### src/design/assert_macros.svh
// assertion macros used by the top rtl file, endpoint_packet_buffer_allocator.sv
// clocked on clock, disabled while reset is high
`ifndef ASSERT_MACROS_SVH
`define ASSERT_MACROS_SVH

// property must hold at every clock edge out of reset
`define ASSERT_ALWAYS(label, prop, msg) \
   label: assert property (@(posedge clock) disable iff (reset) (prop)) else $error(msg);

// condition must never be seen at a clock edge out of reset
`define ASSERT_NEVER(label, cond, msg) \
   label: assert property (@(posedge clock) disable iff (reset) !(cond)) else $error(msg);

`endif

### src/design/epba_pkg.sv
// package for the endpoint packet buffer allocator
// sizes, codes, state type and helpers; used by every module of the block
`timescale 1ns / 1ps
`default_nettype none

package epba_pkg;

   localparam int NUM_ENDPOINTS = 8;
   localparam int NUM_SLOTS     = 2 * NUM_ENDPOINTS;
   localparam int SLOT_W        = $clog2(NUM_SLOTS);
   localparam int CNT_W         = $clog2(NUM_SLOTS + 1);
   localparam int EP_W          = 3;
   localparam int EPN_W         = 5;
   localparam int ADDR_W        = 11;
   localparam int SIZE_W        = 10;
   localparam int SUM_W         = ADDR_W + 1;
   localparam int RX_W          = 16;
   localparam int TABLE_BYTES   = NUM_ENDPOINTS * 8;

   localparam logic [ADDR_W-1:0] MEM_BYTES_RESET = 11'd1024;
   localparam logic [ADDR_W-1:0] SMALL_LIMIT     = 11'd62;
   localparam logic [SUM_W-1:0]  BLOCK_ROUND     = 12'h01F;

   typedef enum logic [1:0] {
      OP_CONFIG      = 2'd0,
      OP_RELEASE     = 2'd1,
      OP_RELEASE_ALL = 2'd2,
      OP_NONE        = 2'd3
   } op_type;

   typedef enum logic [1:0] {
      EP_CONTROL   = 2'd0,
      EP_ISO       = 2'd1,
      EP_BULK      = 2'd2,
      EP_INTERRUPT = 2'd3
   } ep_kind_type;

   typedef enum logic [2:0] {
      ST_IDLE,
      ST_SETUP,
      ST_SCAN,
      ST_READ0,
      ST_READ1,
      ST_LOAD
   } state_type;

   typedef struct packed {
      logic              wr_en;
      logic [SLOT_W-1:0] wr_addr;
      logic [ADDR_W-1:0] wr_data;
      logic              clr_one;
      logic [SLOT_W-1:0] clr_addr0;
      logic [SLOT_W-1:0] clr_addr1;
      logic              clr_all;
   } mem_ctrl_type;

   typedef struct packed {
      logic              done;
      logic              fail;
      logic [ADDR_W-1:0] addr;
   } alloc_res_type;

   function automatic logic [SLOT_W-1:0] slot_index(input logic [EP_W-1:0] ep,
                                                    input logic sel);
      logic [EP_W+1:0] wide;
      wide = {1'b0, ep, sel};
      return wide[SLOT_W-1:0];
   endfunction

endpackage

`default_nettype wire

### src/design/endpoint_packet_buffer_allocator.sv
// configure: up to two allocations, one per enabled step, with disabled steps skipped;
// release and release-all clear valid bits and need no scan; the slot scan in the
// allocation unit (one slot a cycle through the single memory read port) paces a configure;
// requests are taken one at a time; a finished result waits in the output register
// synchronous active-high reset: all slots free (valid bits cleared), memory size 1024
`timescale 1ns / 1ps
`default_nettype none
`include "assert_macros.svh"

module endpoint_packet_buffer_allocator (
   input  wire logic        clock,
   input  wire logic        reset,
   input  wire logic        csr_valid,
   output logic             csr_ready,
   input  wire logic [10:0] csr_wdata,
   input  wire logic        req_valid,
   output logic             req_ready,
   input  wire logic [1:0]  req_op,
   input  wire logic [2:0]  req_ep_index,
   input  wire logic        req_is_in,
   input  wire logic [1:0]  req_ep_type,
   input  wire logic        req_double_buffered,
   input  wire logic [9:0]  req_buffer_size,
   output logic             rsp_valid,
   input  wire logic        rsp_ready,
   output logic             rsp_status,
   output logic [10:0]      rsp_slot0_addr,
   output logic [10:0]      rsp_slot1_addr,
   output logic [15:0]      rsp_rx_count_word
);

   epba_pkg::state_type         state_ff, state_in;
   logic [epba_pkg::ADDR_W-1:0] mem_bytes_ff;
   logic [epba_pkg::EP_W-1:0]   ep_ff, ep_in;
   logic                        ep_ok_ff, ep_ok_in;
   logic [epba_pkg::ADDR_W-1:0] size_e_ff, size_e_in;
   logic [epba_pkg::ADDR_W-1:0] rsz_ff, rsz_in;
   logic [epba_pkg::RX_W-1:0]   rxcnt_ff, rxcnt_in;
   logic [3:0]                  en_ff, en_in;
   logic [2:0]                  step_ff, step_in;
   logic                        status_ff, status_in;
   logic [epba_pkg::ADDR_W-1:0] slot0_ff, slot0_in;

   logic                        rsp_valid_ff, rsp_valid_in;
   logic                        rsp_status_ff;
   logic [epba_pkg::ADDR_W-1:0] rsp_slot0_ff, rsp_slot1_ff;
   logic [epba_pkg::RX_W-1:0]   rsp_rx_ff;

   epba_pkg::mem_ctrl_type      mem_ctrl;
   epba_pkg::alloc_res_type     alloc_res;
   logic [epba_pkg::SLOT_W-1:0] mem_rd_addr, own_rd_addr, alloc_rd_addr;
   logic [epba_pkg::ADDR_W-1:0] mem_rd_data;
   logic                        alloc_start;
   logic [epba_pkg::ADDR_W-1:0] alloc_size;

   logic                        req_fire, out_free, load_out;
   logic [epba_pkg::ADDR_W-1:0] req_size_e;
   logic [epba_pkg::SUM_W-1:0]  round_sum;
   logic [5:0]                  blocks;
   logic [4:0]                  blocks_m1;
   logic [epba_pkg::RX_W-1:0]   req_rx;
   logic [epba_pkg::ADDR_W-1:0] req_rsz;
   logic                        req_two, phase_a, phase_b, req_ep_ok;
   logic                        step_sel;

   assign csr_ready = 1'b1;

   always_ff @(posedge clock) begin
      if (reset) begin
         mem_bytes_ff <= epba_pkg::MEM_BYTES_RESET;
      end else if (csr_valid && csr_ready) begin
         mem_bytes_ff <= csr_wdata;
      end
   end

   // request decode: even size, receive count word, step plan
   always_comb begin
      req_size_e = {1'b0, req_buffer_size} + epba_pkg::ADDR_W'(req_buffer_size[0]);
      round_sum  = {1'b0, req_size_e} + epba_pkg::BLOCK_ROUND;
      blocks     = round_sum[10:5];
      blocks_m1  = 5'(blocks - 6'd1);
      if (req_size_e > epba_pkg::SMALL_LIMIT) begin
         req_rx  = {1'b1, blocks_m1, 10'b0};
         req_rsz = {blocks, 5'b0};
      end else begin
         req_rx  = {1'b0, req_size_e[5:1], 10'b0};
         req_rsz = req_size_e;
      end
      req_two   = (req_ep_type == epba_pkg::EP_ISO) ||
                  ((req_ep_type == epba_pkg::EP_BULK) && req_double_buffered);
      phase_a   = req_is_in || (req_ep_type == epba_pkg::EP_CONTROL);
      phase_b   = !req_is_in;
      req_ep_ok = {2'b00, req_ep_index} < epba_pkg::EPN_W'(epba_pkg::NUM_ENDPOINTS);
   end

   // step order: slot 0, slot 1 at the even size; slot 1, slot 0 at the receive size
   always_comb begin
      step_sel   = (step_ff == 3'd1) || (step_ff == 3'd2);
      alloc_size = (step_ff < 3'd2) ? size_e_ff : rsz_ff;
   end

   assign req_ready = (state_ff == epba_pkg::ST_IDLE);
   assign req_fire  = req_valid && req_ready;
   assign out_free  = !rsp_valid_ff || rsp_ready;

   always_comb begin
      state_in    = state_ff;
      ep_in       = ep_ff;
      ep_ok_in    = ep_ok_ff;
      size_e_in   = size_e_ff;
      rsz_in      = rsz_ff;
      rxcnt_in    = rxcnt_ff;
      en_in       = en_ff;
      step_in     = step_ff;
      status_in   = status_ff;
      slot0_in    = slot0_ff;
      alloc_start = 1'b0;
      load_out    = 1'b0;
      own_rd_addr = epba_pkg::slot_index(ep_ff, 1'b1);
      mem_ctrl    = '0;
      mem_ctrl.wr_addr   = epba_pkg::slot_index(ep_ff, step_sel);
      mem_ctrl.wr_data   = alloc_res.addr;
      mem_ctrl.clr_addr0 = epba_pkg::slot_index(req_ep_index, 1'b0);
      mem_ctrl.clr_addr1 = epba_pkg::slot_index(req_ep_index, 1'b1);

      case (state_ff)
         epba_pkg::ST_IDLE: begin
            if (req_fire) begin
               ep_in     = req_ep_index;
               ep_ok_in  = req_ep_ok;
               size_e_in = req_size_e;
               rsz_in    = req_rsz;
               step_in   = '0;
               en_in     = {phase_b && req_two, phase_b, phase_a && req_two, phase_a};
               status_in = 1'b0;
               rxcnt_in  = '0;
               if (!req_ep_ok) begin
                  status_in = (req_op == epba_pkg::OP_CONFIG);
                  slot0_in  = '0;
                  state_in  = epba_pkg::ST_LOAD;
               end else if (req_op == epba_pkg::OP_CONFIG) begin
                  if (!req_is_in) begin
                     rxcnt_in = req_rx;
                  end
                  state_in = epba_pkg::ST_SETUP;
               end else begin
                  mem_ctrl.clr_one = (req_op == epba_pkg::OP_RELEASE);
                  mem_ctrl.clr_all = (req_op == epba_pkg::OP_RELEASE_ALL);
                  state_in = epba_pkg::ST_READ0;
               end
            end
         end
         epba_pkg::ST_SETUP: begin
            if (step_ff == 3'd4) begin
               state_in = epba_pkg::ST_READ0;
            end else if (en_ff[step_ff[1:0]]) begin
               alloc_start = 1'b1;
               state_in    = epba_pkg::ST_SCAN;
            end else begin
               step_in = step_ff + 3'd1;
            end
         end
         epba_pkg::ST_SCAN: begin
            if (alloc_res.done) begin
               if (alloc_res.fail) begin
                  status_in = 1'b1;
                  state_in  = epba_pkg::ST_READ0;
               end else begin
                  mem_ctrl.wr_en = 1'b1;
                  step_in        = step_ff + 3'd1;
                  state_in       = epba_pkg::ST_SETUP;
               end
            end
         end
         epba_pkg::ST_READ0: begin
            own_rd_addr = epba_pkg::slot_index(ep_ff, 1'b0);
            state_in    = epba_pkg::ST_READ1;
         end
         epba_pkg::ST_READ1: begin
            slot0_in = mem_rd_data;
            state_in = epba_pkg::ST_LOAD;
         end
         epba_pkg::ST_LOAD: begin
            if (out_free) begin
               load_out = 1'b1;
               state_in = epba_pkg::ST_IDLE;
            end
         end
         default: begin
            state_in = epba_pkg::ST_IDLE;
         end
      endcase
   end

   assign mem_rd_addr  = (state_ff == epba_pkg::ST_SCAN) ? alloc_rd_addr : own_rd_addr;
   assign rsp_valid_in = load_out || (rsp_valid_ff && !rsp_ready);

   always_ff @(posedge clock) begin
      if (reset) begin
         state_ff     <= epba_pkg::ST_IDLE;
         step_ff      <= '0;
         rsp_valid_ff <= 1'b0;
      end else begin
         state_ff     <= state_in;
         step_ff      <= step_in;
         rsp_valid_ff <= rsp_valid_in;
      end
   end

   always_ff @(posedge clock) begin
      ep_ff     <= ep_in;
      ep_ok_ff  <= ep_ok_in;
      size_e_ff <= size_e_in;
      rsz_ff    <= rsz_in;
      rxcnt_ff  <= rxcnt_in;
      en_ff     <= en_in;
      status_ff <= status_in;
      slot0_ff  <= slot0_in;
      if (load_out) begin
         rsp_status_ff <= status_ff;
         rsp_slot0_ff  <= slot0_ff;
         rsp_slot1_ff  <= ep_ok_ff ? mem_rd_data : '0;
         rsp_rx_ff     <= rxcnt_ff;
      end
   end

   epba_slot_mem u_slot_mem (
      .clock   (clock),
      .reset   (reset),
      .ctrl    (mem_ctrl),
      .rd_addr (mem_rd_addr),
      .rd_data (mem_rd_data)
   );

   epba_alloc_unit u_alloc (
      .clock   (clock),
      .reset   (reset),
      .start   (alloc_start),
      .size    (alloc_size),
      .mem_top (mem_bytes_ff),
      .rd_data (mem_rd_data),
      .rd_addr (alloc_rd_addr),
      .res     (alloc_res)
   );

   assign rsp_valid         = rsp_valid_ff;
   assign rsp_status        = rsp_status_ff;
   assign rsp_slot0_addr    = rsp_slot0_ff;
   assign rsp_slot1_addr    = rsp_slot1_ff;
   assign rsp_rx_count_word = rsp_rx_ff;

   `ASSERT_NEVER(a_done_outside_scan, alloc_res.done && (state_ff != epba_pkg::ST_SCAN), "alloc done outside scan")
   `ASSERT_ALWAYS(a_write_above_table, mem_ctrl.wr_en |-> (mem_ctrl.wr_data >= epba_pkg::ADDR_W'(epba_pkg::TABLE_BYTES)), "slot written inside descriptor table")
   `ASSERT_ALWAYS(a_fail_stops, (state_ff == epba_pkg::ST_SCAN) && alloc_res.done && alloc_res.fail |=> (state_ff == epba_pkg::ST_READ0) && status_ff, "allocation kept going after a failure")

endmodule

`default_nettype wire

### src/design/epba_slot_mem.sv
// slot address store: 16 x 11 bit memory with per-entry valid bits
// one write port, one registered read port; depends on epba_pkg
`timescale 1ns / 1ps
`default_nettype none

module epba_slot_mem (
   input  wire logic                              clock,
   input  wire logic                              reset,
   input  wire epba_pkg::mem_ctrl_type            ctrl,
   input  wire logic [epba_pkg::SLOT_W-1:0]       rd_addr,
   output logic      [epba_pkg::ADDR_W-1:0]       rd_data
);

   logic [epba_pkg::ADDR_W-1:0] mem_ff [epba_pkg::NUM_SLOTS];
   logic [epba_pkg::NUM_SLOTS-1:0] valid_ff;
   logic [epba_pkg::NUM_SLOTS-1:0] valid_in;
   logic [epba_pkg::ADDR_W-1:0] rd_data_ff;

   always_comb begin
      valid_in = valid_ff;
      if (ctrl.clr_all) begin
         valid_in = '0;
      end else if (ctrl.clr_one) begin
         valid_in[ctrl.clr_addr0] = 1'b0;
         valid_in[ctrl.clr_addr1] = 1'b0;
      end else if (ctrl.wr_en) begin
         valid_in[ctrl.wr_addr] = 1'b1;
      end
   end

   always_ff @(posedge clock) begin
      if (reset) begin
         valid_ff <= '0;
      end else begin
         valid_ff <= valid_in;
      end
   end

   always_ff @(posedge clock) begin
      if (ctrl.wr_en) begin
         mem_ff[ctrl.wr_addr] <= ctrl.wr_data;
      end
      rd_data_ff <= valid_ff[rd_addr] ? mem_ff[rd_addr] : '0;
   end

   assign rd_data = rd_data_ff;

endmodule

`default_nettype wire

### src/design/epba_alloc_unit.sv
// allocation unit: scans all slots one a cycle for the lowest address in use,
// then checks the fit above the descriptor table; depends on epba_pkg
`timescale 1ns / 1ps
`default_nettype none

module epba_alloc_unit (
   input  wire logic                              clock,
   input  wire logic                              reset,
   input  wire logic                              start,
   input  wire logic [epba_pkg::ADDR_W-1:0]       size,
   input  wire logic [epba_pkg::ADDR_W-1:0]       mem_top,
   input  wire logic [epba_pkg::ADDR_W-1:0]       rd_data,
   output logic      [epba_pkg::SLOT_W-1:0]       rd_addr,
   output epba_pkg::alloc_res_type                res
);

   logic                        busy_ff, busy_in;
   logic                        pend_ff, pend_in;
   logic [epba_pkg::CNT_W-1:0]  cnt_ff, cnt_in;
   logic [epba_pkg::ADDR_W-1:0] low_ff, low_in;
   logic [epba_pkg::ADDR_W-1:0] size_ff, size_in;
   logic                        issue;
   logic [epba_pkg::SUM_W-1:0]  need;

   always_comb begin
      issue   = busy_ff && (cnt_ff != epba_pkg::CNT_W'(epba_pkg::NUM_SLOTS));
      rd_addr = cnt_ff[epba_pkg::SLOT_W-1:0];
      need    = epba_pkg::SUM_W'(epba_pkg::TABLE_BYTES) + {1'b0, size_ff};

      busy_in = busy_ff;
      cnt_in  = cnt_ff;
      low_in  = low_ff;
      size_in = size_ff;
      pend_in = issue;

      if (issue) begin
         cnt_in = cnt_ff + 1'b1;
      end
      if (pend_ff && (rd_data != '0) && (rd_data < low_ff)) begin
         low_in = rd_data;
      end

      res.done = busy_ff && !issue && !pend_ff;
      res.fail = {1'b0, low_ff} < need;
      res.addr = low_ff - size_ff;

      if (res.done) begin
         busy_in = 1'b0;
      end
      if (start) begin
         busy_in = 1'b1;
         cnt_in  = '0;
         low_in  = mem_top;
         size_in = size;
         pend_in = 1'b0;
      end
   end

   always_ff @(posedge clock) begin
      if (reset) begin
         busy_ff <= 1'b0;
         pend_ff <= 1'b0;
         cnt_ff  <= '0;
      end else begin
         busy_ff <= busy_in;
         pend_ff <= pend_in;
         cnt_ff  <= cnt_in;
      end
   end

   always_ff @(posedge clock) begin
      low_ff  <= low_in;
      size_ff <= size_in;
   end

endmodule

`default_nettype wire
### config.mk
export PLATFORM = sky130hd
export DESIGN_NAME = endpoint_packet_buffer_allocator
export DESIGN_NICKNAME = d
export VERILOG_FILES = /design/src/design/epba_pkg.sv /design/src/design/endpoint_packet_buffer_allocator.sv /design/src/design/epba_slot_mem.sv /design/src/design/epba_alloc_unit.sv
export VERILOG_INCLUDE_DIRS = /design/src /design/src/design
export SDC_FILE = /design/constraint.sdc
export NUM_CORES = 1
export LEC_CHECK = 0
export ABC_CLOCK_PERIOD_IN_PS = 5880
export BUFFER_PORTS_ARGS = -buffer_cell sky130_fd_sc_hd__buf_2
export CAP_MARGIN = 20
export CORE_ASPECT_RATIO = 1.25
export CORE_MARGIN = 2
export CORE_UTILIZATION = 50
export CTS_BUF_LIST = sky130_fd_sc_hd__clkbuf_4 sky130_fd_sc_hd__clkbuf_8 sky130_fd_sc_hd__clkbuf_16
export CTS_CLUSTER_SIZE = 14
export DETAILED_ROUTE_END_ITERATION = 6
export PLACE_DENSITY = 0.66
export REMOVE_ABC_BUFFERS = 1
export SLEW_MARGIN = 15
export SYNTH_ARGS = -nofsm -noshare
export SYNTH_HDL_FRONTEND = slang
export SYNTH_SLANG_ARGS = --single-unit
### constraint.sdc
create_clock -name clock -period 5.88 [get_ports clock]
set_input_delay 1.176 -clock clock [delete_from_list [all_inputs] [get_ports clock]]
set_output_delay 1.176 -clock clock [all_outputs]
set_load 0.005 [all_outputs]
# Word level (Yosys, flattened, before mapping)
# Memory sizes are Yosys's and may differ from the RTL's. A register that Yosys moved wholly into a read port is not among the register bits.
# Cells that the tools add are included.
[op_classes] shift=0 n_eq_ne=21 bitwise=6 n_mux=55 n_reduce_logical=40 magnitude_cmp=12 n_addsub=7 n_mul=0 n_div=0
[op_table] op="16-bit two-way mux" n=3
[op_table] op="11-bit two-way mux" n=4
[op_table] op="16-bit AND" n=2
[op_table] op="3-bit two-way mux" n=10
[op_table] op="1-bit two-way mux" n=27
[op_table] op="4-bit by 5-bit less-than comparator with 1-bit output (second input constant)" n=4
[op_table] op="3-bit one-hot mux with 6 select lines" n=1
[op_table] op="15-bit NOT with 16-bit output" n=1
[op_table] op="16-bit NOT" n=1
[op_table] op="16-bit OR" n=1
[op_table] op="1-bit logical AND" n=13
[op_table] op="7-bit by 11-bit adder with 12-bit output (first input constant)" n=1
[op_table] op="4-bit by 1-bit greater-or-equal comparator with 1-bit output (second input constant)" n=3
[op_table] op="11-bit by 12-bit less-than comparator with 1-bit output" n=1
[op_table] op="2-bit != test (second input constant)" n=6
[op_table] op="10-bit by 1-bit adder with 11-bit output" n=1
[op_table] op="11-bit by 5-bit adder with 11-bit output (second input constant)" n=1
[op_table] op="11-bit by 6-bit > comparator with 1-bit output (second input constant)" n=1
[op_table] op="11-bit less-than comparator" n=1
[op_table] op="11-bit nonzero test" n=1
[op_table] op="11-bit subtractor" n=1
[op_table] op="3-bit by 2-bit == test with 1-bit output (second input constant)" n=3
[op_table] op="3-bit == test (second input constant)" n=3
[op_table] op="3-bit one-hot mux with 3 select lines" n=1
[op_table] op="other kinds (29)" n=50
[word_totals] latchBits=0 mem_count=1 ramBits=176 output_inout_bits=42 elab_cells=164 romBits=0 register_bits=159 input_bits=35
[mem_list] memory="u_slot_mem.mem_ff" depth=16 word_bits=11 read_ports=1 rd_clocked_by_memory_dff=1 write_ports=1 line_no="epba_slot_mem.sv:14" text="logic [epba_pkg::ADDR_W-1:0] mem_ff [epba_pkg::NUM_SLOTS];"

# Logic depth before layout (Yosys ltp)
[depth] word_depth=9 ltp_mapped=12 depth_no_buf=11

# Hierarchy
# A second synthesis with hierarchy kept.
[hier_totals] hier_cells=924 area_unflattened_um2=14106.0
[by_module_without_submodules] module="epba_slot_mem" n_inst=1 area_each_um2=7947.6 cells_per_inst=413 seq_area_each_um2=5825.6
[by_module_without_submodules] module="endpoint_packet_buffer_allocator" n_inst=1 area_each_um2=4107.7 cells_per_inst=315 seq_area_each_um2=2582.5
[by_module_without_submodules] module="epba_alloc_unit" n_inst=1 area_each_um2=2050.7 cells_per_inst=196 seq_area_each_um2=800.8

# Worst setup path before layout
# OpenSTA, ideal clock, no wires.
[synth_path] path_kind="in2reg" start="input req_valid" end="register u_slot_mem.valid_ff[13] (netlist bit)" required_time_ns=5.761 arrival_ns=5.205 path_stages=6 setup_time_ns=0.119 setup_slack_ns=0.556 path_buffers=0 cell_sequence="nor2b_1 nor3b_1 a31oi_1 nand3_1 inv_1 a32o_1"
[synth_between] elab_chain_cells=4 elab_cells_between_ends=8 classes_between="5 x mux; 3 x reduce/logical"
[synth_lines] element="start: declaration" line_no="endpoint_packet_buffer_allocator.sv:16" text="input wire logic req_valid,"
[synth_lines] element="1-bit logical AND (*)" line_no="endpoint_packet_buffer_allocator.sv:103" text="assign req_fire = req_valid && req_ready;"
[synth_lines] element="1-bit two-way mux" line_no="endpoint_packet_buffer_allocator.sv:128" text="if (req_fire) begin"
[synth_lines] element="1-bit two-way mux" line_no="endpoint_packet_buffer_allocator.sv:126" text="case (state_ff)"
[synth_lines] element="16-bit two-way mux, or another cell as far along" line_no="epba_slot_mem.sv:23" text="end else if (ctrl.clr_one) begin"
[synth_lines] element="end signal: assignment" line_no="epba_slot_mem.sv:35" text="valid_ff <= valid_in;"
[synth_lines] element="end: declaration" line_no="epba_slot_mem.sv:15" text="logic [epba_pkg::NUM_SLOTS-1:0] valid_ff;"
# Every way passes the cells marked *; elsewhere a longest branch is shown, timed or not.
# A chain may end at the register's enable or synchronous reset.

# Final worst setup path
[layout_path] start="register u_alloc.size_ff[6] (netlist bit)" end="memory u_slot_mem.mem_ff[8][2] (netlist bit), enable pin"
[layout_between] elab_chain_cells=7
[layout_lines] element="start: declaration" line_no="epba_alloc_unit.sv:21" text="logic [epba_pkg::ADDR_W-1:0] size_ff, size_in;"
[layout_lines] element="start signal: assignment" line_no="epba_alloc_unit.sv:73" text="size_ff <= size_in;"
[layout_lines] element="7-bit by 11-bit adder with 12-bit output" line_no="epba_alloc_unit.sv:28" text="need = epba_pkg::SUM_W'(epba_pkg::TABLE_BYTES) + {1'b0, size_ff};"
[layout_lines] element="11-bit by 12-bit less-than comparator with 1-bit output" line_no="epba_alloc_unit.sv:44" text="res.fail = {1'b0, low_ff} < need;"
[layout_lines] element="1-bit two-way mux" line_no="endpoint_packet_buffer_allocator.sv:165" text="if (alloc_res.fail) begin"
[layout_lines] element="1-bit two-way mux" line_no="endpoint_packet_buffer_allocator.sv:164" text="if (alloc_res.done) begin"
[layout_lines] element="1-bit two-way mux" line_no="endpoint_packet_buffer_allocator.sv:126"
[layout_lines] element="1-bit two-way mux" line_no="epba_slot_mem.sv:40" text="if (ctrl.wr_en) begin"
[layout_lines] element="1-bit two-way mux (implied by the code)" line_no="epba_slot_mem.sv:41" text="mem_ff[ctrl.wr_addr] <= ctrl.wr_data;"
[layout_lines] element="end: declaration" line_no="epba_slot_mem.sv:14"
# Every way passes these cells.

==> impl_metrics.toml <==
[logic_synthesis]
synth.top_cell.area_share = 0.5796
synth-compound-area-share = 0.07531
synth-seq-cells = 323
seq_area_frac_synth = 0.6538
synth-async-reset-ratio = 0
synth_top_family_by_area = "simple AND/OR/NAND/NOR gates"
ys_types = 62
synthSimpleGateAreaFrac = 0.1086
avgSynthCellArea_um2 = 13.58
synth-xor-area-share = 0.02005
synth-edff-count = 271
synth_top_area_cell = "edfxtp_1"
synth_cells = 1034
synth_common_cells = "edfxtp_1, nand2_1, nor2_1"
synth.cell_area_um2 = 14040
ys_warn_count = 0
synthMuxAreaShare = 0.07504
synth_top_flop_cell = "edfxtp_1"
synth-adder-area-share = 0.03030
synthTopCellsByArea = "edfxtp_1, dfxtp_1, ha_1"
synth_most_common_cell = "edfxtp_1"

[global_route]
grt_usage = 0.1991
overflow = 0
grt_pass1_vias = 8419
grt_max_degree = 60
grt_pass1_wl_um = 45530
grt_antenna_before_repair = 0

[timing]
maxSlewViolCount = 0
worstMarginPinSlew_ns = 1.093
layout_setup_ws_ns = 1.874
timing.fmax_ghz = 0.2497
relSlewSlack = 0.2678
fin_crit_ns = 4.006
final.setup.tns_ns = 0
period_share = 0.6812
setup_violations = 0
fin_skew_ns = 0.01683
finalHoldViolations = 0
rsz0062_at_grt = "no"

[die]
num_rows = 68
start_util = 0.5077
coreArea_um2 = 27650
die_width_um = 153.9
dieHeight_um = 191.4
ioPinCount = 77
die_area_um2 = 29440

[clock_tree]
clockRootBuffer = "clkbuf_16"
cts_hold_buf = 0
cts_num_sinks = 323
clk_latency_ns = 0.56
cts_htree_levels = 1
postCtsResizedCells = 0
clk_path_buf_depth = 3
cts_buffers = 31
cts_tree = "built"
cts_setup_buffers = 0
path_clk_slew_ns = 0.06

[critical_path]
cp_num_cells = 10
timing.critical_path.buf_inv = 0
crit_path_max_incr_delay_ns = 0.85
worst_ep_arrival_time_ns = 4.18
crit_path_end_kind = "flop"
cp_max_fo = 11
critical_path.slowest_cell = "nor2_1"
reg2regPathDepth = 10
path_class = "reg -> reg"
crit_chain = "ha_1 > nand3_1 > xor2_1 > ha_1 > nand3_1 > nor3b_1 > o221ai_1 > a21oi_1 > nand3_1 > nor2_1"
crit_family = "simple AND/OR/NAND/NOR gates"
crit_required_ns = 6.06
start_kind = "flop"
cp_common_cell = "nand3_1"

[route]
post_drt_wl_per_cell_um = 19.78
post-route-drc-count = 0
drtPass1Iterations = 5
drtIter0Drc = 612
avgViaCountPerCell = 5.681
wirelength_um = 29110
via_count = 8363
drtAntennaViolNets = 0

[placed_design]
place_congestion = 0.8731
dp_cells = 1416
preCtsSetupSlack_ns = 1.858
port-buffer-count = 65
dp_hpwl_um = 19920

[cells_and_area]
drive_gt1_frac = 0.1827
nFillCells = 2226
post-route-util = 0.5644
syn_to_final_growth_pct = 11.17
layout.cells.non_filler = 1472
final_nets = 1168
diodes = 0

[pwr]
ir_drop_v = 0.0001772
leakagePower_uw = 0.005554
powerDensity_nw_per_um2 = 371.3

[job]
maxCapViolations = 0

[run_status]
status = "finished, final reports clean"

[hold_path]
hold_path_depth = 0
hp-class = "reg -> reg"
cells in the final DEF, fill, tap and decap left out, drive strengths merged, types with 5 or more instances in the layout:
cell type,count
a21o,5
nor2,80
xor2,12
nor3b,5
conb,11
inv,44
a311o,11
and3,5
mux2i,34
dfxtp,52
nand4,9
nand3,46
nand2b,9
mux4,14
o211ai,12
or2,6
clkinv,11
clkbuf,38
and2,15
o21ai,20
mux2,35
ha,34
nand2,104
nor2b,9
a32o,5
nor3,15
or3,8
buf,80
a311oi,12
xnor2,18
edfxtp,271
a21oi,16
a211oi,38
per-stage QoR:
stage	power, uW	hold WS [ns]	instance area (um^2)
after CTS	5834	0.4141	15610
final	5796	0.4100	15610
after detailed placement	3968	0.4045	14650
after global placement	3951	0.4013	14640
after floorplan	3548	0.4003	13720
after global routing	6038	0.4191	15610
report_power, final:
part | switching (uW) | internal [uW]
Combinational | 748 | 375
Sequential | 62.4 | 2730
Clock | 828 | 1050
state kept, by name (all words and copies together), names as in the netlist, 3 cells and up:
register	flops
u_slot_mem.mem_ff	176
u_slot_mem.valid_ff	16
mem_bytes_ff	11
rsp_slot0_addr	11
rsp_slot1_addr	11
slot0_ff	11
u_alloc.low_ff	11
u_slot_mem.rd_data	11
rsz_ff	10
size_e_ff	10
u_alloc.size_ff	10
rsp_rx_count_word	6
rxcnt_ff	6
u_alloc.cnt_ff	5
en_ff	4
ep_ff	3
state_ff	3
step_ff	3
final timing paths:
path / start / endpoint / slack (ns)
setup / recovery: u_alloc.size_ff[6] / u_slot_mem.mem_ff[8][2] / 1.87
hold / removal: slot0_ff[7] / rsp_slot0_addr[7] / 0.41
setup reg to reg: u_alloc.size_ff[6] / u_slot_mem.mem_ff[8][2] / 1.87
hold reg to reg: slot0_ff[7] / rsp_slot0_addr[7] / 0.41
area by class of cell:
| type | count | area (um^2) | share of cell area |
|---|---|---|---|
| sequential | 323 | 9179 | 0.5881 |
| clock inverter | 18 | 132.6 | 0.008498 |
| multi-input combinational | 621 | 4434 | 0.2841 |
| clock buffer | 38 | 828.3 | 0.05307 |
| timing repair buffer | 80 | 437.9 | 0.02806 |
| inverter | 42 | 157.7 | 0.01010 |
| tap | 350 | 437.9 | 0.02806 |
metal layers:
layer / up-vias / GRT usage / routed length, um
met4: 0 / 0.09741 / 1454
met3: 77 / 0.02630 / 1695
met2: 278 / 0.3446 / 14360
met5: - / 0 / 0
met1: 4032 / 0.2482 / 11600
li1: 3976 / - / -
cells by family after synthesis:
| group | after synthesis |
|---|---|
| simple gates | 323 |
| mux | 83 |
| fa+ha+maj | 34 |
| buf+inv | 99 |
| xor+xnor | 30 |
| compound gates | 140 |
| flops | 323 |
| other cells | 2 |
(Power assumes the default switching activity.)
